**src/rtl/utf8_to_utf16_transcoder_top_macros.svh**
```systemverilog
// Assertion macros shared by the transcoder RTL.
`ifndef UTF8_TO_UTF16_TRANSCODER_TOP_MACROS_SVH
`define UTF8_TO_UTF16_TRANSCODER_TOP_MACROS_SVH

// Same-cycle implication, sampled on clk, off while arst_n is low.
`define U8U16_ASSERT_NOW(label, ante, cons, msg) \
	label: assert property (@(posedge clk) disable iff (!arst_n) (ante) |-> (cons)) \
		else $error(msg);

// Next-cycle implication, sampled on clk, off while arst_n is low.
`define U8U16_ASSERT_NXT(label, ante, cons, msg) \
	label: assert property (@(posedge clk) disable iff (!arst_n) (ante) |=> (cons)) \
		else $error(msg);

`endif

```
**src/rtl/u8u16_pkg.sv**
```systemverilog
// Shared types and constants of the UTF-8 to UTF-16 transcoder.
package u8u16_pkg;

	typedef enum logic [1:0] {
		ST_OK       = 2'd0,
		ST_BAD_LEAD = 2'd1,
		ST_TRUNC    = 2'd2,
		ST_RANGE    = 2'd3
	} status_t;

	typedef enum logic {
		REG_BEGIN_CHAR = 1'b0,
		REG_END_CHAR   = 1'b1
	} reg_idx_t;

	// One result item
	typedef struct packed {
		logic [15:0] unit;
		logic        unit_valid;
		logic        run_last;
		status_t     status;
	} res_t;

	// Decoder to result queue: up to two results per byte
	typedef struct packed {
		res_t       r0;
		res_t       r1;
		logic [1:0] cnt;
	} dec_out_t;

	localparam int CFG_BITS = 20;
	localparam int RQ_DEPTH = 4;
	localparam int RQ_PTR_BITS = $clog2(RQ_DEPTH);
	localparam int RQ_LVL_BITS = $clog2(RQ_DEPTH + 1);

	localparam logic [20:0] CP_MAX = 21'h10FFFF;
	localparam logic [20:0] CP_SUPP_BASE = 21'h010000;
	localparam logic [5:0] HI_SURR_TAG = 6'b110110;
	localparam logic [5:0] LO_SURR_TAG = 6'b110111;

endpackage

```
**src/rtl/u8u16_decode.sv**
```systemverilog
// Byte decoder: sequence state, character index and UTF-16 unit forming.
module u8u16_decode #(
	parameter int INDEX_BITS = 20
) (
	input  logic                   clk,
	input  logic                   arst_n,
	input  logic                   step,
	input  logic [7:0]             data_byte,
	input  logic                   string_last,
	input  logic [INDEX_BITS-1:0]  begin_char,
	input  logic [INDEX_BITS-1:0]  end_char,
	output u8u16_pkg::dec_out_t    dec
);

	logic [1:0]            left_q, left_nxt;
	logic [20:0]           acc_q, acc_nxt, acc_sh;
	logic [INDEX_BITS-1:0] idx_q, idx_nxt, idx_inc;
	logic                  halted_q, halted_nxt;

	logic                  done, complete, limited, in_range;
	u8u16_pkg::status_t    st;
	logic [20:0]           cp, v;
	u8u16_pkg::res_t       r0, r1;
	logic [1:0]            cnt;

	assign acc_sh  = {acc_q[14:0], data_byte[5:0]};
	assign idx_inc = idx_q + INDEX_BITS'(1);
	assign limited = (end_char != '1);
	assign in_range = (idx_q >= begin_char) && (!limited || (idx_q < end_char));
	assign v = cp - u8u16_pkg::CP_SUPP_BASE;

	always_comb begin
		left_nxt   = left_q;
		acc_nxt    = acc_q;
		idx_nxt    = idx_q;
		halted_nxt = halted_q;
		done       = 1'b0;
		complete   = 1'b0;
		st         = u8u16_pkg::ST_OK;
		cp         = '0;
		r0         = '0;
		r1         = '0;
		cnt        = 2'd0;

		if (halted_q) begin
			if (string_last) begin
				left_nxt   = '0;
				acc_nxt    = '0;
				idx_nxt    = '0;
				halted_nxt = 1'b0;
			end
		end else begin
			if (left_q == 2'd0) begin
				if (data_byte == 8'h00) begin
					done = 1'b1;
				end else if (!data_byte[7]) begin
					cp = {13'd0, data_byte};
					complete = 1'b1;
				end else if (data_byte[7:5] == 3'b110) begin
					acc_nxt  = {16'd0, data_byte[4:0]};
					left_nxt = 2'd1;
				end else if (data_byte[7:4] == 4'b1110) begin
					acc_nxt  = {17'd0, data_byte[3:0]};
					left_nxt = 2'd2;
				end else if (data_byte[7:3] == 5'b11110) begin
					acc_nxt  = {18'd0, data_byte[2:0]};
					left_nxt = 2'd3;
				end else begin
					done = 1'b1;
					st   = u8u16_pkg::ST_BAD_LEAD;
				end
			end else begin
				acc_nxt  = acc_sh;
				left_nxt = left_q - 2'd1;
				if (left_q == 2'd1) begin
					cp = acc_sh;
					complete = 1'b1;
				end
			end

			// string ends inside a sequence
			if (!done && !complete && string_last) begin
				done = 1'b1;
				st   = u8u16_pkg::ST_TRUNC;
			end

			if (complete) begin
				if (cp > u8u16_pkg::CP_MAX) begin
					done = 1'b1;
					st   = u8u16_pkg::ST_RANGE;
				end else begin
					if (in_range) begin
						if (cp[20:16] == 5'd0) begin
							r0  = '{unit: cp[15:0], unit_valid: 1'b1, run_last: 1'b0,
								status: u8u16_pkg::ST_OK};
							cnt = 2'd1;
						end else begin
							r0  = '{unit: {u8u16_pkg::HI_SURR_TAG, v[19:10]},
								unit_valid: 1'b1, run_last: 1'b0,
								status: u8u16_pkg::ST_OK};
							r1  = '{unit: {u8u16_pkg::LO_SURR_TAG, v[9:0]},
								unit_valid: 1'b1, run_last: 1'b0,
								status: u8u16_pkg::ST_OK};
							cnt = 2'd2;
						end
						if (limited && (idx_inc == end_char))
							done = 1'b1;
					end
					if (idx_q != '1)
						idx_nxt = idx_inc;
					if (string_last)
						done = 1'b1;
				end
			end

			if (done) begin
				if (cnt == 2'd0) begin
					r0  = '0;
					cnt = 2'd1;
				end
				if (cnt == 2'd2) begin
					r1.run_last = 1'b1;
					r1.status   = st;
				end else begin
					r0.run_last = 1'b1;
					r0.status   = st;
				end
				if (string_last) begin
					left_nxt   = '0;
					acc_nxt    = '0;
					idx_nxt    = '0;
					halted_nxt = 1'b0;
				end else begin
					halted_nxt = 1'b1;
				end
			end
		end
	end

	always_ff @(posedge clk or negedge arst_n) begin
		if (!arst_n) begin
			left_q   <= '0;
			acc_q    <= '0;
			idx_q    <= '0;
			halted_q <= 1'b0;
		end else if (step) begin
			left_q   <= left_nxt;
			acc_q    <= acc_nxt;
			idx_q    <= idx_nxt;
			halted_q <= halted_nxt;
		end
	end

	assign dec = '{r0: r0, r1: r1, cnt: cnt};

endmodule

```
**src/rtl/u8u16_res_fifo.sv**
```systemverilog
// Result queue: takes up to two results per cycle, hands out one.
module u8u16_res_fifo (
	input  logic                                clk,
	input  logic                                arst_n,
	input  logic [1:0]                          push_cnt,
	input  u8u16_pkg::res_t                     r0,
	input  u8u16_pkg::res_t                     r1,
	input  logic                                pop,
	output u8u16_pkg::res_t                     head,
	output logic [u8u16_pkg::RQ_LVL_BITS-1:0]   level
);

	u8u16_pkg::res_t                     mem_q [u8u16_pkg::RQ_DEPTH];
	logic [u8u16_pkg::RQ_PTR_BITS-1:0]   wp_q, rp_q, wp_p1;
	logic [u8u16_pkg::RQ_LVL_BITS-1:0]   lvl_q;

	assign wp_p1 = wp_q + u8u16_pkg::RQ_PTR_BITS'(1);

	always_ff @(posedge clk) begin
		if (push_cnt != 2'd0)
			mem_q[wp_q] <= r0;
		if (push_cnt == 2'd2)
			mem_q[wp_p1] <= r1;
	end

	always_ff @(posedge clk or negedge arst_n) begin
		if (!arst_n) begin
			wp_q  <= '0;
			rp_q  <= '0;
			lvl_q <= '0;
		end else begin
			wp_q  <= wp_q + u8u16_pkg::RQ_PTR_BITS'(push_cnt);
			rp_q  <= rp_q + u8u16_pkg::RQ_PTR_BITS'(pop);
			lvl_q <= lvl_q + u8u16_pkg::RQ_LVL_BITS'(push_cnt)
				- u8u16_pkg::RQ_LVL_BITS'(pop);
		end
	end

	assign head  = mem_q[rp_q];
	assign level = lvl_q;

endmodule

```
**src/rtl/utf8_to_utf16_transcoder_top.sv**
```systemverilog
// Top level of the UTF-8 to UTF-16 transcoder.
//
// Usage:
//  - s_* stream: one UTF-8 byte per request in s_tdata, s_tlast on the final
//    byte of the string. m_* stream: one UTF-16 unit per request; m_tuser
//    says whether a unit is present and gives the run status on the last one.
//  - cfg_*: begin_char (index 0) and end_char (index 1), written while idle.
//  - A byte accepted at s_* sits in the input register, and is decoded and
//    queued when it leaves that register; its units then reach m_* behind
//    any results still queued, and a queue short of room holds it there.
//  - Throughput: one byte per cycle while the result queue has room. A code
//    point above 0xFFFF yields a surrogate pair, two units from its four
//    bytes, so the output port at one unit a cycle keeps up with the input.
//  - A four-entry result queue sits behind the decoder. A byte leaves the
//    input register only when two queue slots are free, so a stalled receiver
//    backs up into s_tready after the queue and the input register fill.
//  - Reset clears the sequence state, character index, halt flag, queue and
//    input register; begin_char resets to 0 and end_char to all ones (no
//    limit). A run ends on NUL, bad lead, truncation, oversize code point or
//    end_char; later bytes are dropped until the byte marked s_tlast.

`include "utf8_to_utf16_transcoder_top_macros.svh"

module utf8_to_utf16_transcoder_top #(
	parameter int INDEX_BITS = 20
) (
	input  logic        clk,
	input  logic        arst_n,
	// configuration write port
	input  logic        cfg_wr_en,
	input  logic [0:0]  cfg_index,
	input  logic [19:0] cfg_data,
	// byte stream in
	input  logic        s_tvalid,
	output logic        s_tready,
	input  logic [7:0]  s_tdata,   // [7:0] data_byte
	input  logic        s_tlast,   // string_last
	// UTF-16 stream out
	output logic        m_tvalid,
	input  logic        m_tready,
	output logic [15:0] m_tdata,   // [15:0] utf16_unit
	output logic [2:0]  m_tuser,   // [0] unit_valid, [2:1] status
	output logic        m_tlast    // run_last
);

	// Registers hold min(INDEX_BITS, 20) meaningful bits.
	localparam int WIDE = (INDEX_BITS > u8u16_pkg::CFG_BITS) ? INDEX_BITS
		: u8u16_pkg::CFG_BITS;
	localparam logic [WIDE-1:0] END_RST_W = WIDE'(20'hFFFFF);

	logic [WIDE-1:0]       cfg_wide;
	logic [INDEX_BITS-1:0] begin_q, end_q;

	logic                  valid_s1;
	logic [7:0]            byte_s1;
	logic                  last_s1;
	logic                  adv;

	u8u16_pkg::dec_out_t   dec;
	u8u16_pkg::res_t       head;
	logic [u8u16_pkg::RQ_LVL_BITS-1:0] level;
	logic [1:0]            push_cnt;
	logic                  pop;

	assign cfg_wide = WIDE'(cfg_data);

	always_ff @(posedge clk or negedge arst_n) begin
		if (!arst_n) begin
			begin_q <= '0;
			end_q   <= END_RST_W[INDEX_BITS-1:0];
		end else if (cfg_wr_en) begin
			if (cfg_index == u8u16_pkg::REG_BEGIN_CHAR)
				begin_q <= cfg_wide[INDEX_BITS-1:0];
			else
				end_q <= cfg_wide[INDEX_BITS-1:0];
		end
	end

	// Input register; advances when the queue has room for a surrogate pair.
	assign adv = valid_s1
		&& (level <= u8u16_pkg::RQ_LVL_BITS'(u8u16_pkg::RQ_DEPTH - 2));
	assign s_tready = !valid_s1 || adv;

	always_ff @(posedge clk or negedge arst_n) begin
		if (!arst_n) begin
			valid_s1 <= 1'b0;
		end else if (s_tvalid && s_tready) begin
			valid_s1 <= 1'b1;
		end else if (adv) begin
			valid_s1 <= 1'b0;
		end
	end

	always_ff @(posedge clk) begin
		if (s_tvalid && s_tready) begin
			byte_s1 <= s_tdata;
			last_s1 <= s_tlast;
		end
	end

	u8u16_decode #(
		.INDEX_BITS (INDEX_BITS)
	) u_decode (
		.clk         (clk),
		.arst_n      (arst_n),
		.step        (adv),
		.data_byte   (byte_s1),
		.string_last (last_s1),
		.begin_char  (begin_q),
		.end_char    (end_q),
		.dec         (dec)
	);

	assign push_cnt = adv ? dec.cnt : 2'd0;
	assign pop      = m_tvalid && m_tready;

	u8u16_res_fifo u_res_fifo (
		.clk      (clk),
		.arst_n   (arst_n),
		.push_cnt (push_cnt),
		.r0       (dec.r0),
		.r1       (dec.r1),
		.pop      (pop),
		.head     (head),
		.level    (level)
	);

	assign m_tvalid = (level != '0);
	assign m_tdata  = head.unit;
	assign m_tuser  = {head.status, head.unit_valid};
	assign m_tlast  = head.run_last;

	// A result without a unit only ever closes a run, and carries a zero unit.
	`U8U16_ASSERT_NOW(a_empty_is_last, m_tvalid && !m_tuser[0], m_tlast, "empty result not last")
	`U8U16_ASSERT_NOW(a_empty_zero, m_tvalid && !m_tuser[0], m_tdata == 16'd0, "empty result has data")
	// Error status appears only on the closing result of a run.
	`U8U16_ASSERT_NOW(a_status_last, m_tvalid && (m_tuser[2:1] != u8u16_pkg::ST_OK), m_tlast, "status not on last")
	// Nothing queued and nothing decoded: output stays idle next cycle.
	`U8U16_ASSERT_NXT(a_idle_out, (level == '0) && !adv, !m_tvalid, "result from nowhere")

endmodule

```
**config.mk**
```make
export PLATFORM = sky130hd
export DESIGN_NAME = utf8_to_utf16_transcoder_top
export DESIGN_NICKNAME = d
export VERILOG_FILES = /design/src/rtl/u8u16_pkg.sv /design/src/rtl/u8u16_decode.sv /design/src/rtl/u8u16_res_fifo.sv /design/src/rtl/utf8_to_utf16_transcoder_top.sv
export VERILOG_INCLUDE_DIRS = /design/src /design/src/rtl
export SDC_FILE = /design/constraint.sdc
export NUM_CORES = 1
export LEC_CHECK = 0
export BUFFER_PORTS_ARGS = -buffer_cell sky130_fd_sc_hd__buf_2
export CAP_MARGIN = 10
export CORE_UTILIZATION = 45
export CTS_BUF_LIST = sky130_fd_sc_hd__clkbuf_16
export CTS_CLUSTER_DIAMETER = 30
export DETAILED_ROUTE_END_ITERATION = 6
export GPL_TIMING_DRIVEN = 0
export PLACE_DENSITY = 0.68
export SETUP_SLACK_MARGIN = 0.15
export SLEW_MARGIN = 20
export SYNTH_ARGS = -nofsm -noshare
export SYNTH_HDL_FRONTEND = slang
export SYNTH_SLANG_ARGS = --single-unit
```
**constraint.sdc**
```tcl
create_clock -name clk -period 10.9 [get_ports clk]
set_clock_uncertainty 0.15 [all_clocks]
set_input_delay 2.18 -clock clk [delete_from_list [all_inputs] [get_ports clk]]
set_output_delay 2.18 -clock clk [all_outputs]
set_load 0.01 [all_outputs]
```
## Yosys cells after proc, flatten, opt, wreduce, memory -nomap -nowiden

Memories as Yosys holds them, arrays and structs flattened.
Cells that the tools add are included.

| storage, ports and cells | value |
|---|---|
| register bits after elaboration | 101 |
| bits in latches | 0 |
| bits in writable memories | 80 |
| ROM bits | 0 |
| input bits | 35 |
| output and inout bits | 22 |
| word-level logic and storage cells | 155 |
| memories | 1 |

| cells by class | value |
|---|---|
| add/subtract/negate cells | 8 |
| multipliers | 0 |
| div/mod/pow operators | 0 |
| magnitude comparators | 4 |
| equal/unequal tests | 10 |
| shift operators | 0 |
| muxes and demuxes | 96 |
| bitwise logic cells | 1 |
| reduce and logical (&&, ||, !) cells | 23 |

Memory list:

| memory | words | width | rd ports | clocked after memory_dff | wr ports | line | source |
|---|---|---|---|---|---|---|---|
| u_res_fifo.mem_q | 4 | 20 | 1 | 0 | 2 | u8u16_res_fifo.sv:13 | `u8u16_pkg::res_t mem_q [u8u16_pkg::RQ_DEPTH];` |

Operators by type and width:

| operator | count |
|---|---|
| 20-bit two-way mux | 20 |
| 21-bit two-way mux | 14 |
| 2-bit two-way mux | 29 |
| 20-bit != test (second input constant) | 2 |
| 1-bit two-way mux | 29 |
| 21-bit greater-than comparator (second input constant) | 1 |
| 20-bit by 1-bit adder with 20-bit output (second input constant) | 1 |
| 20-bit == test | 1 |
| 20-bit >= comparator | 1 |
| 20-bit less-than comparator | 1 |
| 20-bit by 17-bit subtractor with 20-bit output (second input constant) | 1 |
| 3-bit two-way mux | 3 |
| 8-bit zero test | 1 |
| 1-bit logical AND | 7 |
| 7-bit two-way mux | 1 |
| 2-bit AND reduction | 3 |
| 5-bit == test (second input constant) | 1 |
| 5-bit zero test | 1 |
| 2-bit == test (second input constant) | 2 |
| 4-bit == test (second input constant) | 1 |
| 1-bit zero test | 4 |
| 2-bit zero test | 2 |
| 2-bit nonzero test | 2 |
| 3-bit by 2-bit adder with 3-bit output | 1 |
| other kinds (12) | 13 |

## Longest topological paths before layout

Gate-level depths: netlist of run 1.

| depth | value |
|---|---|
| depth in word-level cells | 26 |
| mapped depth | 13 |
| gate-level depth less buffers | 13 |

## Modules after synthesis

Synthesis of run 1 repeated with hierarchy kept, for this count alone.

| unflattened totals | value |
|---|---|
| cells, all modules | 870 |
| area, all modules | 10540.1 um^2 |

Modules (own cells, without submodules):

| module | times used | cells an instance | area an instance (um^2) | seq. area each (um^2) |
|---|---|---|---|---|
| u8u16_res_fifo | 1 | 233 | 4371.7 | 2577.5 |
| u8u16_decode | 1 | 531 | 4110.2 | 950.9 |
| utf8_to_utf16_transcoder_top | 1 | 106 | 2058.2 | 1321.3 |

## Worst setup path after synthesis of run 1

No wires, ideal clock.

| path | value |
|---|---|
| path type | register to output |
| start | register u_res_fifo.rp_q[0] (netlist bit) |
| end | output port m_tdata[0] |
| arrival time | 1.480 ns |
| data required time | 8.570 ns |
| slack | 7.090 ns |
| cell stages (with the launch flop) | 3 |
| buffers on the path | 1 |
| cell sequence | dfrtp_1 clkbuf_1 mux4_2 |

| on the way | value |
|---|---|
| longest elaborated chain between the ends | 1 |

Ends and longest elaborated chain:

| what | line | source |
|---|---|---|
| from (decl) | u8u16_res_fifo.sv:14 | `logic [u8u16_pkg::RQ_PTR_BITS-1:0] wp_q, rp_q, wp_p1;` |
| from (signal assigned) | u8u16_res_fifo.sv:33 | `rp_q <= rp_q + u8u16_pkg::RQ_PTR_BITS'(pop);` |
| memory read 4 x 20 bit | - |  |
| to (decl) | utf8_to_utf16_transcoder_top.sv:41 | `output logic [15:0] m_tdata,` |

Every way passes these cells.

## Final worst setup path of run 1

| path | value |
|---|---|
| start | register u_res_fifo.rp_q[0] (netlist bit) |
| end | output port m_tdata[9] |

Same word-level chain as after synthesis.

==> flow_metrics.env, run 1 <==
export IMPL_outcome="completed"
export IMPL_route_detailed_drc=0
export IMPL_layout_common_cells="86 x nand2_1, 85 x edfxtp_1, 82 x o21ai_0"
export IMPL_crit_buf_inv=2
export IMPL_period_minus_slack_ns=4.715
export IMPL_wl_met3_um=2215
export IMPL_r2r_end="u_res_fifo.mem_q[0][14]$_DFFE_PP_"
export IMPL_mostFrequentLayoutCell="nand2_1"
export IMPL_row_count=54
export IMPL_clkLatencyLatePin_ns=0.44
export IMPL_r2r_setup_slack_ns=6.20
export IMPL_diodes=0
export IMPL_power_frac_clock=0.282
export IMPL_yosysTopAreaCellShare=0.2540
export IMPL_hold_path_class="reg -> reg"
export IMPL_drt_antenna_violating_nets=0
export IMPL_n_fill_cell=1971
export IMPL_grt_antenna_before_repair=0
export IMPL_overflow=0
export IMPL_dr_pass1_iters=5
export IMPL_worstPathMaxFanout=10
export IMPL_p_leak_nw=4.314
export IMPL_p_total_mw=2.257
export IMPL_power_frac_comb=0.328
export IMPL_postCtsHoldBufs=0
export IMPL_design_core_area_sq_mm=0.02189
export IMPL_ys_top_cells_by_area="edfxtp_1 25%, dfrtp_1 16%, ha_1 5.9%"
export IMPL_post_route_period_util=0.4326
export IMPL_syn_avg_cell_area_sq_um=10.59
export IMPL_routabilityCongestion=0.9276
export IMPL_p_int_mw=1.392
export IMPL_ys_seq_area_frac=0.4785
export IMPL_synth_distinct_cells=87
export IMPL_critPathCaptureType="output pin"
export IMPL_power_net_switching_uw=864.2
export IMPL_worst_path_stages=3
export IMPL_critPathLaunchType="flop"
export IMPL_routed_via_density=6.215
export IMPL_cp_required_ns=8.57
export IMPL_gr_usage_all_layers=0.2504
export IMPL_postCtsSetupRepairBufs=0
export IMPL_syn_inst=949
export IMPL_grt_max_degree=55
export IMPL_die_x_um=151.5
export IMPL_num_vias=8192
export IMPL_die_area_sq_mm=0.02294
export IMPL_max_vdd_ir_drop_uv=115.8
export IMPL_rsz0062_at_grt="false"
export IMPL_ys_flop_type="edfxtp_1"
export IMPL_finalHoldViolCount=0
export IMPL_cts_root_buffer="clkbuf_16"
export IMPL_sw_frac_of_total=0.3829
export IMPL_critPathKind="reg -> out"
export IMPL_crit_path_cell_trace="clkbuf_1, mux4_2, buf_2"
export IMPL_cts_sinks=175
export IMPL_cts_made_buffers=17
export IMPL_cts_tree="done"
export IMPL_cts_resized=0
export IMPL_seqPwrFrac=0.391
export IMPL_drt_initial_drc_count=841
export IMPL_wire_per_inst_um=20.72
export IMPL_max_slew_margin=0.2432
export IMPL_p_per_area_mw_per_mm2=199.3
export IMPL_path_clk_slew_ns=0.08
export IMPL_cts_buffer_depth=2
export IMPL_grt_pass1_wl_um=43450
export IMPL_synthArstFlopShare=0.4914
export IMPL_dr_max_layer_used="met4"
export IMPL_nNetsFinal=1108
export IMPL_cts_htree_levels=4
export IMPL_routed_wl_met2_um=12290
export IMPL_tightest_slew_ns=1.121
export IMPL_synth_nets=1032
export IMPL_drive_gt1_frac=0.1879
export IMPL_io_pins=57
export IMPL_fmax_ghz=0.2121
export IMPL_crit_reg2reg_launch="end_q[19]$_DFFE_PN1P_"
export IMPL_drv_slew=0
export IMPL_worstSetupStartpoint="u_res_fifo.rp_q[0]$_DFF_PN0_"
export IMPL_floorplan_initialDensity=0.4591
export IMPL_synth_cell_area_sq_mm=0.01005
export IMPL_ff2ff_path_depth=11
export IMPL_cp_endpoint="m_tdata[9]"
export IMPL_wl_met1_um=12310
export IMPL_finalSetupTns_ns=0
export IMPL_ys_ff_latch=175
export IMPL_areaGrowthSynthToFinish_pct=12.67
export IMPL_yosysTopAreaCell="edfxtp_1"
export IMPL_drt_total_wl_um=27310
export IMPL_die_y_um=151.5
export IMPL_grt_pass1_vias=7862
export IMPL_arrival_ns=2.38
export IMPL_synth_edf_count=85
export IMPL_cpPeakStageDelay_ns=0.73
export IMPL_critPathSlowestCell="clkbuf_1"
export IMPL_ys_warnings_count=0
export IMPL_hpwl_um=19730
export IMPL_worst_path_dominant_cell_family="buffers and inverters"
export IMPL_setup_viol=0
export IMPL_utilization=0.5173
export IMPL_max_cap_violations=0
export IMPL_port_buffers=56
## worst register-to-register path: cells and delay by family, from the launching register on
family | cells | cell delay, ns
adder cells (fa/ha/maj) | 1 | 0.31
buffers and inverters | 2 | 0.34
AO/OA/AOI/OAI | 4 | 1.01
flip-flops | 1 | 0.59
AND/OR/NAND/NOR | 4 | 1.91
## area by class of cell
class	count	area, sq um	area share
well taps	280	350.3	0.03094
repair buffers	57	310.3	0.02740
clock inverters	15	182.7	0.01613
multi-input cells	666	4802	0.4240
flip-flops and latches	175	4810	0.4247
plain buffers	50	226.5	0.02000
inverters	58	217.7	0.01922
clock buffers	17	425.4	0.03756
## worst min-delay path by stage
| stage | to | slack (ns) | start | cells after the start |
|---|---|---|---|---|
| global placement | u_res_fifo.mem_q[0][17]$_SDFFE_PP0N_ | 0.29 | u_res_fifo.mem_q[0][17]$_SDFFE_PP0N_ | 2 |
| CTS | u_res_fifo.mem_q[2][17]$_SDFFE_PP0P_ | 0.31 | u_res_fifo.mem_q[2][17]$_SDFFE_PP0P_ | 2 |
| global route | u_res_fifo.mem_q[2][17]$_SDFFE_PP0P_ | 0.33 | u_res_fifo.mem_q[2][17]$_SDFFE_PP0P_ | 2 |
| floorplan | u_res_fifo.mem_q[2][17]$_SDFFE_PP0P_ | 0.28 | u_res_fifo.mem_q[2][17]$_SDFFE_PP0P_ | 2 |
| finish | u_res_fifo.mem_q[2][17]$_SDFFE_PP0P_ | 0.31 | u_res_fifo.mem_q[2][17]$_SDFFE_PP0P_ | 2 |
| detailed placement | u_res_fifo.mem_q[0][17]$_SDFFE_PP0N_ | 0.30 | u_res_fifo.mem_q[0][17]$_SDFFE_PP0N_ | 2 |
## power by group through the flow
| stage | Sequential [mW] | Combinational [mW] | Clock (mW) |
|---|---|---|---|
| floorplan | 0.856 | 0.509 | 0 |
| global placement | 0.889 | 0.718 | 0 |
| detailed placement | 0.891 | 0.731 | 0 |
| CTS | 0.878 | 0.734 | 0.644 |
| global route | 0.892 | 0.821 | 0.666 |
| finish | 0.881 | 0.740 | 0.635 |
## per-layer routing
| metal | up-vias | track usage |
|---|---|---|
| met5 | - | 0 |
| met4 | 0 | 0.06750 |
| met3 | 52 | 0.04880 |
| met2 | 385 | 0.3874 |
| met1 | 3984 | 0.3574 |
| li1 | 3771 | - |
## state kept, by name, indices dropped and copies added (netlist names), 2 cells and up
name              flops
u_res_fifo.mem_q     80
begin_q              20
end_q                20
u_decode.idx_q       20
u_decode.acc_q       15
byte_s1               8
u_res_fifo.level      3
u_decode.left_q       2
u_res_fifo.rp_q       2
u_res_fifo.wp_q       2
## Yosys cell counts (all sizes together), types with 4 or more instances
cell    number
nor4        10
buf         22
a2bb2o       6
mux4        20
o311ai       4
nor2b        6
o31ai        8
a32o         4
edfxtp      85
xnor2       18
xor2        10
and4         5
a41oi        8
o21ai       89
mux2        21
a22o        16
or4          5
dfrtp       66
a211oi       5
nand2b       7
nand2       90
or3          4
a31oi       10
and3         4
ha          47
clkbuf      28
o22ai       19
nand4       28
nor3        13
a21boi       4
o32ai       14
inv         58
nand3       31
dfstp       20
a21oi       55
dfxtp        4
nor2        52
o211ai       7
and2         9
## cells by family after synthesis
family	Yosys count	share of synthesized area
compound gates	274	0.1818
simple gates	274	0.1413
flops	175	0.4785
buf+inv	108	0.04419
fa+ha+maj	48	0.06050
mux	42	0.06934
xor+xnor	28	0.02440
## through the flow
stage                     area, sq um  setup WS (ns)  hold slack (ns)  std cells
after floorplan                 10050          7.090           0.2831        949
after global placement          10680          6.239           0.2925       1285
after detailed placement        10710          6.243           0.2979       1286
after CTS                       11320          6.151           0.3096       1318
after global routing            11320          5.991           0.3341       1318
final                           11320          6.185           0.3123       1318
No activity file was read; power rests on OpenSTA's default activity.
==> run 2: changes to the inputs <==
Settings changed: PLACE_DENSITY 0.68 to 0.7.
Clock period 10.9 ns to 3.8 ns, I/O delays scaled along.
==> run 2 against run 1 <==
Effect of this change:
- clock power grew to 2.8 times the previous value
- die area unchanged
- largest cell class is now multi-input gates
- first-iteration DRC count up 13%
- global-route usage is 0.43 points lower
- count of clock-buffer cells in the layout is the same
- critical path depth rose by 9
- worst hold slack worse by 0.20 ns
- via count shrank 0.35%
- critical path type is now reg -> reg
- sequential power grew to 2.8 times the previous value
- cell count grew 1.4%
==> flow_metrics.env, run 2 (synthesis results as in run 1) <==
export IMPL_outcome="completed"
export IMPL_crit_path_cell_trace="ha_4, a21oi_2, o21ai_2, a2111o_1, nor4_4, buf_4, o211ai_4, nor3_4, buf_4, nand2_2, buf_4, nand2_8"
export IMPL_period_minus_slack_ns=3.573
export IMPL_cts_made_buffers=17
export IMPL_layout_common_cells="85 x edfxtp_1, 84 x nand2_1, 80 x o21ai_0"
export IMPL_floorplan_initialDensity=0.4591
export IMPL_regMostFlops="u_res_fifo.mem_q"
export IMPL_max_cap_violations=0
export IMPL_drv_slew=0
export IMPL_worst_path_dominant_cell_family="compound AO/OA/AOI/OAI gates"
export IMPL_cts_root_buffer="clkbuf_16"
export IMPL_dp_cells=1286
export IMPL_areaGrowthSynthToFinish_pct=16.00
export IMPL_fmax_ghz=0.2799
export IMPL_routabilityCongestion=0.9548
export IMPL_cpPeakStageDelay_ns=0.56
export IMPL_worst_slack_ns=0.2271
export IMPL_cts_buffer_depth=2
export IMPL_largest_register_ffs=80
export IMPL_drt_antenna_violating_nets=0
export IMPL_post_route_period_util=0.9402
export IMPL_setup_viol=0
export IMPL_worstPathMaxFanout=19
export IMPL_dr_pass1_iters=5
export IMPL_cts_sinks=175
export IMPL_p_per_area_mw_per_mm2=558.5
export IMPL_die_area_sq_mm=0.02294
export IMPL_path_clk_slew_ns=0.08
export IMPL_drt_total_wl_um=26980
export IMPL_drive_gt1_frac=0.2252
export IMPL_routed_via_density=6.105
export IMPL_max_vdd_ir_drop_uv=314.8
export IMPL_hpwl_um=19480
export IMPL_tightest_slew_ns=1.055
export IMPL_wire_per_inst_um=20.18
export IMPL_final_cell_count_no_fill=1337
export IMPL_row_count=54
export IMPL_overflow=0
export IMPL_critPathCaptureType="flop"
export IMPL_arrival_ns=3.55
export IMPL_timing_critical_path_mode_cell="buf_4"
export IMPL_port_buffers=56
export IMPL_rsz0062_at_grt="true"
export IMPL_finalHoldViolCount=0
export IMPL_grt_pass1_wl_um=42620
export IMPL_gr_usage_all_layers=0.2461
export IMPL_nNetsFinal=1127
export IMPL_diodes=0
export IMPL_cp_required_ns=3.78
export IMPL_mostFrequentLayoutCell="edfxtp_1"
export IMPL_cts_htree_levels=4
export IMPL_n_fill_cell=1917
export IMPL_grt_pass1_vias=7782
export IMPL_io_pins=57
export IMPL_place_ws_ns=-0.5090
export IMPL_num_vias=8163
export IMPL_die_x_um=151.5
export IMPL_grt_max_degree=55
export IMPL_finalSetupTns_ns=0
export IMPL_max_slew_margin=0.2911
export IMPL_p_leak_nw=4.461
export IMPL_drt_initial_drc_count=951
export IMPL_critPathKind="reg -> reg"
export IMPL_die_y_um=151.5
export IMPL_critPathLaunchType="flop"
export IMPL_clkLatencyLatePin_ns=0.44
export IMPL_hold_path_class="in -> async"
export IMPL_critPathSlowestCell="dfrtp_1"
export IMPL_cts_tree="done"
export IMPL_route_detailed_drc=0
export IMPL_design_core_area_sq_mm=0.02189
export IMPL_grt_antenna_before_repair=0
export IMPL_crit_buf_inv=3
## run 2: cell count changes in the layout (fill, tap and decap cells not counted), moves of 3 or more
cell	previous run	this run
buf_4	4	22
buf_6	1	4
ha_1	47	44
inv_1	57	54
nor4_4	1	4
## run 2: layer usage
layer | global-route usage | vias to the layer above | routed length, um
met5 | 0 | - | 0
met4 | 0.09050 | 0 | 551
met3 | 0.04072 | 53 | 1967
met2 | 0.3799 | 379 | 12540
met1 | 0.3477 | 3925 | 11920
li1 | - | 3806 | -
## run 2: final cells by class
type,count,area (sq um),area share
clock inverters,15,168.9,0.01449
clock buffers,17,425.4,0.03649
flip-flops and latches,175,4810,0.4125
inverters,58,226.5,0.01942
repair buffers,76,464.2,0.03982
multi-input cells,666,4980,0.4271
plain buffers,50,234.0,0.02007
well taps,280,350.3,0.03005
## run 2: what timing repair did
item,CTS,global route
endpoints found under the setup margin,139,97
endpoints found under the hold margin,0,0
pin swaps,6,10
setup buffers,12,7
resized for setup,19,30
hold buffers,0,0
## run 2: where the power goes
group / leakage, nW / switching, mW / internal (mW)
Combinational: 2.28 / 1.40 / 0.812
Sequential: 1.88 / 0.230 / 2.28
Clock: 0.294 / 0.845 / 0.941
Total: 4.46 / 2.48 / 4.03
## run 2: path summary, 6_finish.rpt
path | from | slack [ns] | depth (start not counted) | end
max in group asynchronous | arst_n | 2.72 | 2 | end_q[2]$_DFFE_PN1P_
min | arst_n | 0.11 | 1 | u_decode.idx_q[9]$_DFFE_PN0P_
max reg2reg | u_decode.idx_q[19]$_DFFE_PN0P_ | 0.23 | 12 | u_res_fifo.mem_q[2][12]$_DFFE_PP_
min in group clk | u_res_fifo.mem_q[2][17]$_SDFFE_PP0P_ | 0.31 | 2 | u_res_fifo.mem_q[2][17]$_SDFFE_PP0P_
min reg2reg | u_res_fifo.mem_q[2][17]$_SDFFE_PP0P_ | 0.31 | 2 | u_res_fifo.mem_q[2][17]$_SDFFE_PP0P_
max | u_decode.idx_q[19]$_DFFE_PN0P_ | 0.23 | 12 | u_res_fifo.mem_q[2][12]$_DFFE_PP_
## run 2: worst reg2reg max path, delay by kind of cell (launching register included)
kind                       cells  cell delay, ns
and+or+nand+nor                4            0.79
adders and majority gates      1            0.28
buffers and inverters          3            0.62
AOI/OAI and AO/OA              4            0.88
DFF                            1            0.56
## run 2: through the flow
| stage | power, mW | util | instance area, sq um | hold WS (ns) |
|---|---|---|---|---|
| 6_report | 6.511 | 0.5326 | 11660 | 0.1091 |
| 5_1_grt | 6.872 | 0.5326 | 11660 | 0.1388 |
| 4_1_cts | 6.456 | 0.5254 | 11500 | 0.1277 |
| 3_5_place_dp | 4.633 | 0.4895 | 10720 | 0.2972 |
| 3_3_place_gp | 4.587 | 0.4882 | 10690 | 0.2914 |
| 2_1_floorplan | 3.917 | - | 10060 | 0.2831 |
==> run 3: changes to the inputs <==
Settings changed: RECOVER_POWER set to 25.
==> run 3 against run 2 <==
Effect of this change:
- the flow now finishes with violations (max-capacitance violations, max-slew violations)
- global-route usage is the same
- die area unchanged
- clock power is essentially flat
- count of clock-buffer cells in the layout unchanged
- sequential power hardly changed
- via count grew 0.92%
- core utilization shrank 0.12 points
- flip-flop and latch count unchanged
- worst setup slack gained 0.012 ns
- first-iteration DRC count grew 6.8%
- sequential share of layout area up 0.093 points
- critical endpoint is now u_res_fifo.level[2]$_DFF_PN0_
==> flow_metrics.env, run 3 (synthesis results as in run 1) <==
export IMPL_largest_register_ffs=80
export IMPL_design_core_area_sq_mm=0.02189
export IMPL_critPathLaunchType="flop"
export IMPL_hold_path_class="reg -> reg"
export IMPL_power_frac_clock=0.275
export IMPL_grt_pass1_wl_um=42620
export IMPL_setup_viol=0
export IMPL_rsz0062_at_grt="true"
export IMPL_place_ws_ns=-0.5090
export IMPL_drt_total_wl_um=27080
export IMPL_row_count=54
export IMPL_floorplan_initialDensity=0.4591
export IMPL_max_vdd_ir_drop_uv=313.0
export IMPL_clkLatencyLatePin_ns=0.44
export IMPL_arrival_ns=3.73
export IMPL_cpPeakStageDelay_ns=0.55
export IMPL_crit_reg2reg_launch="end_q[18]$_DFFE_PN1P_"
export IMPL_post_route_period_util=0.9371
export IMPL_failed_checks="max-capacitance violations, max-slew violations"
export IMPL_cp_required_ns=3.97
export IMPL_route_detailed_drc=0
export IMPL_holdWs_ns=0.3101
export IMPL_finalSetupTns_ns=0
export IMPL_register_area_sq_mm=0.004810
export IMPL_design_area_sq_mm=0.01163
export IMPL_outcome="complete, but fails checks"
export IMPL_hpwl_um=19480
export IMPL_p_per_area_mw_per_mm2=559.9
export IMPL_worst_slack_ns=0.2389
export IMPL_fmax_ghz=0.2808
export IMPL_layout_common_cells="85 x edfxtp_1, 84 x nand2_1, 80 x o21ai_0"
export IMPL_seqPwrFrac=0.386
export IMPL_multi_input_area_sq_mm=0.004980
export IMPL_utilization=0.5314
export IMPL_p_int_mw=4.031
export IMPL_drt_antenna_violating_nets=0
export IMPL_cts_tree="done"
export IMPL_grt_pass1_vias=7782
export IMPL_sw_frac_of_total=0.3810
export IMPL_die_y_um=151.5
export IMPL_worstHoldStart="u_res_fifo.mem_q[2][17]$_SDFFE_PP0P_"
export IMPL_grt_max_degree=55
export IMPL_place_area_sq_mm=0.01072
export IMPL_routed_via_density=6.162
export IMPL_cts_made_buffers=17
export IMPL_cts_buffer_depth=2
export IMPL_critPathKind="reg -> reg"
export IMPL_cts_root_buffer="clkbuf_16"
export IMPL_areaGrowthSynthToFinish_pct=15.74
export IMPL_critPathSlowestCell="dfstp_2"
export IMPL_drt_initial_drc_count=1016
export IMPL_tightest_slew_ns=1.824
export IMPL_worstSetupStartpoint="end_q[18]$_DFFE_PN1P_"
export IMPL_final_cell_count_no_fill=1337
export IMPL_dr_pass1_iters=6
export IMPL_grt_antenna_before_repair=0
export IMPL_max_slew_margin=-0.2160
export IMPL_critPathCaptureType="flop"
export IMPL_path_clk_slew_ns=0.08
export IMPL_diodes=0
export IMPL_n_fill_cell=1922
export IMPL_cts_sinks=175
export IMPL_die_area_sq_mm=0.02294
export IMPL_period_minus_slack_ns=3.561
export IMPL_die_x_um=151.5
export IMPL_p_total_mw=6.513
export IMPL_nNetsFinal=1127
export IMPL_gr_usage_all_layers=0.2461
export IMPL_power_frac_comb=0.339
export IMPL_routabilityCongestion=0.9548
export IMPL_max_cap_violations=1
export IMPL_finalHoldViolCount=0
export IMPL_crit_path_cell_trace="inv_1, ha_1, nand2_1, o21ai_2, a2111o_1, nor4_4, buf_4, o211ai_4, nor3_4, buf_6, inv_1, ha_1, inv_1, fa_2, xnor2_2"
export IMPL_regMostFlops="u_res_fifo.mem_q"
export IMPL_power_net_switching_mw=2.481
export IMPL_io_pins=57
export IMPL_wire_per_inst_um=20.25
export IMPL_drv_slew=34
export IMPL_mostFrequentLayoutCell="edfxtp_1"
export IMPL_overflow=0
export IMPL_timing_critical_path_mode_cell="inv_1"
export IMPL_dp_cells=1286
export IMPL_drive_gt1_frac=0.2242
export IMPL_num_vias=8238
export IMPL_worstPathMaxFanout=5
export IMPL_p_leak_nw=4.449
export IMPL_port_buffers=56
export IMPL_cts_htree_levels=4
==> run 3: repair_timing <==
action	4_1_cts	5_1_grt
setup endpoints to repair	139	97
hold buffers	0	0
pin swaps	6	10
setup buffers	12	7
resized for setup	19	30
==> run 3: power by group through the flow <==
stage	registers [mW]	clock network [mW]	logic, mW
floorplan	2.46	0	1.46
global placement	2.54	0	2.05
detailed placement	2.55	0	2.08
finish	2.51	1.79	2.21
global route	2.54	1.88	2.45
CTS	2.51	1.81	2.14
==> run 3: final cells by class <==
type	count	share of cell area
buffer	50	0.02011
multi-input combinational	666	0.4281
inverter	58	0.01947
clock buffer	17	0.03657
tap	280	0.03012
sequential	175	0.4135
timing repair buffer	76	0.03765
clock inverter	15	0.01452
==> run 3: worst max-delay path: cells and delay by family (launching register included) <==
family,cells,cell delay [ns]
adders and majority gates,3,0.90
AOI/OAI and AO/OA,3,0.72
DFF,1,0.55
and+or+nand+nor,3,0.54
buffers and inverters,5,0.44
xor gates and xnor gates,1,0.14
==> run 3: routing by layer <==
metal,vias up,wire length [um],part of all wire,track usage
met2,417,12480,0.46,0.3799
met1,3964,11960,0.44,0.3477
met5,-,0,0,0
met4,0,578,0.021,0.09050
li1,3797,-,-,-
met3,60,2065,0.076,0.04072
==> run 3: path summary, 6_finish.rpt <==
kind                       cells after the start  slack, ns                                    to
max                                           15       0.24         u_res_fifo.level[2]$_DFF_PN0_
min                                            2       0.31  u_res_fifo.mem_q[2][17]$_SDFFE_PP0P_
max reg2reg                                   15       0.24         u_res_fifo.level[2]$_DFF_PN0_
min reg2reg                                    2       0.31  u_res_fifo.mem_q[2][17]$_SDFFE_PP0P_
max in group asynchronous                      2       0.65         u_decode.halted_q$_DFFE_PN0P_
min in group asynchronous                      1       0.65         u_decode.idx_q[9]$_DFFE_PN0P_
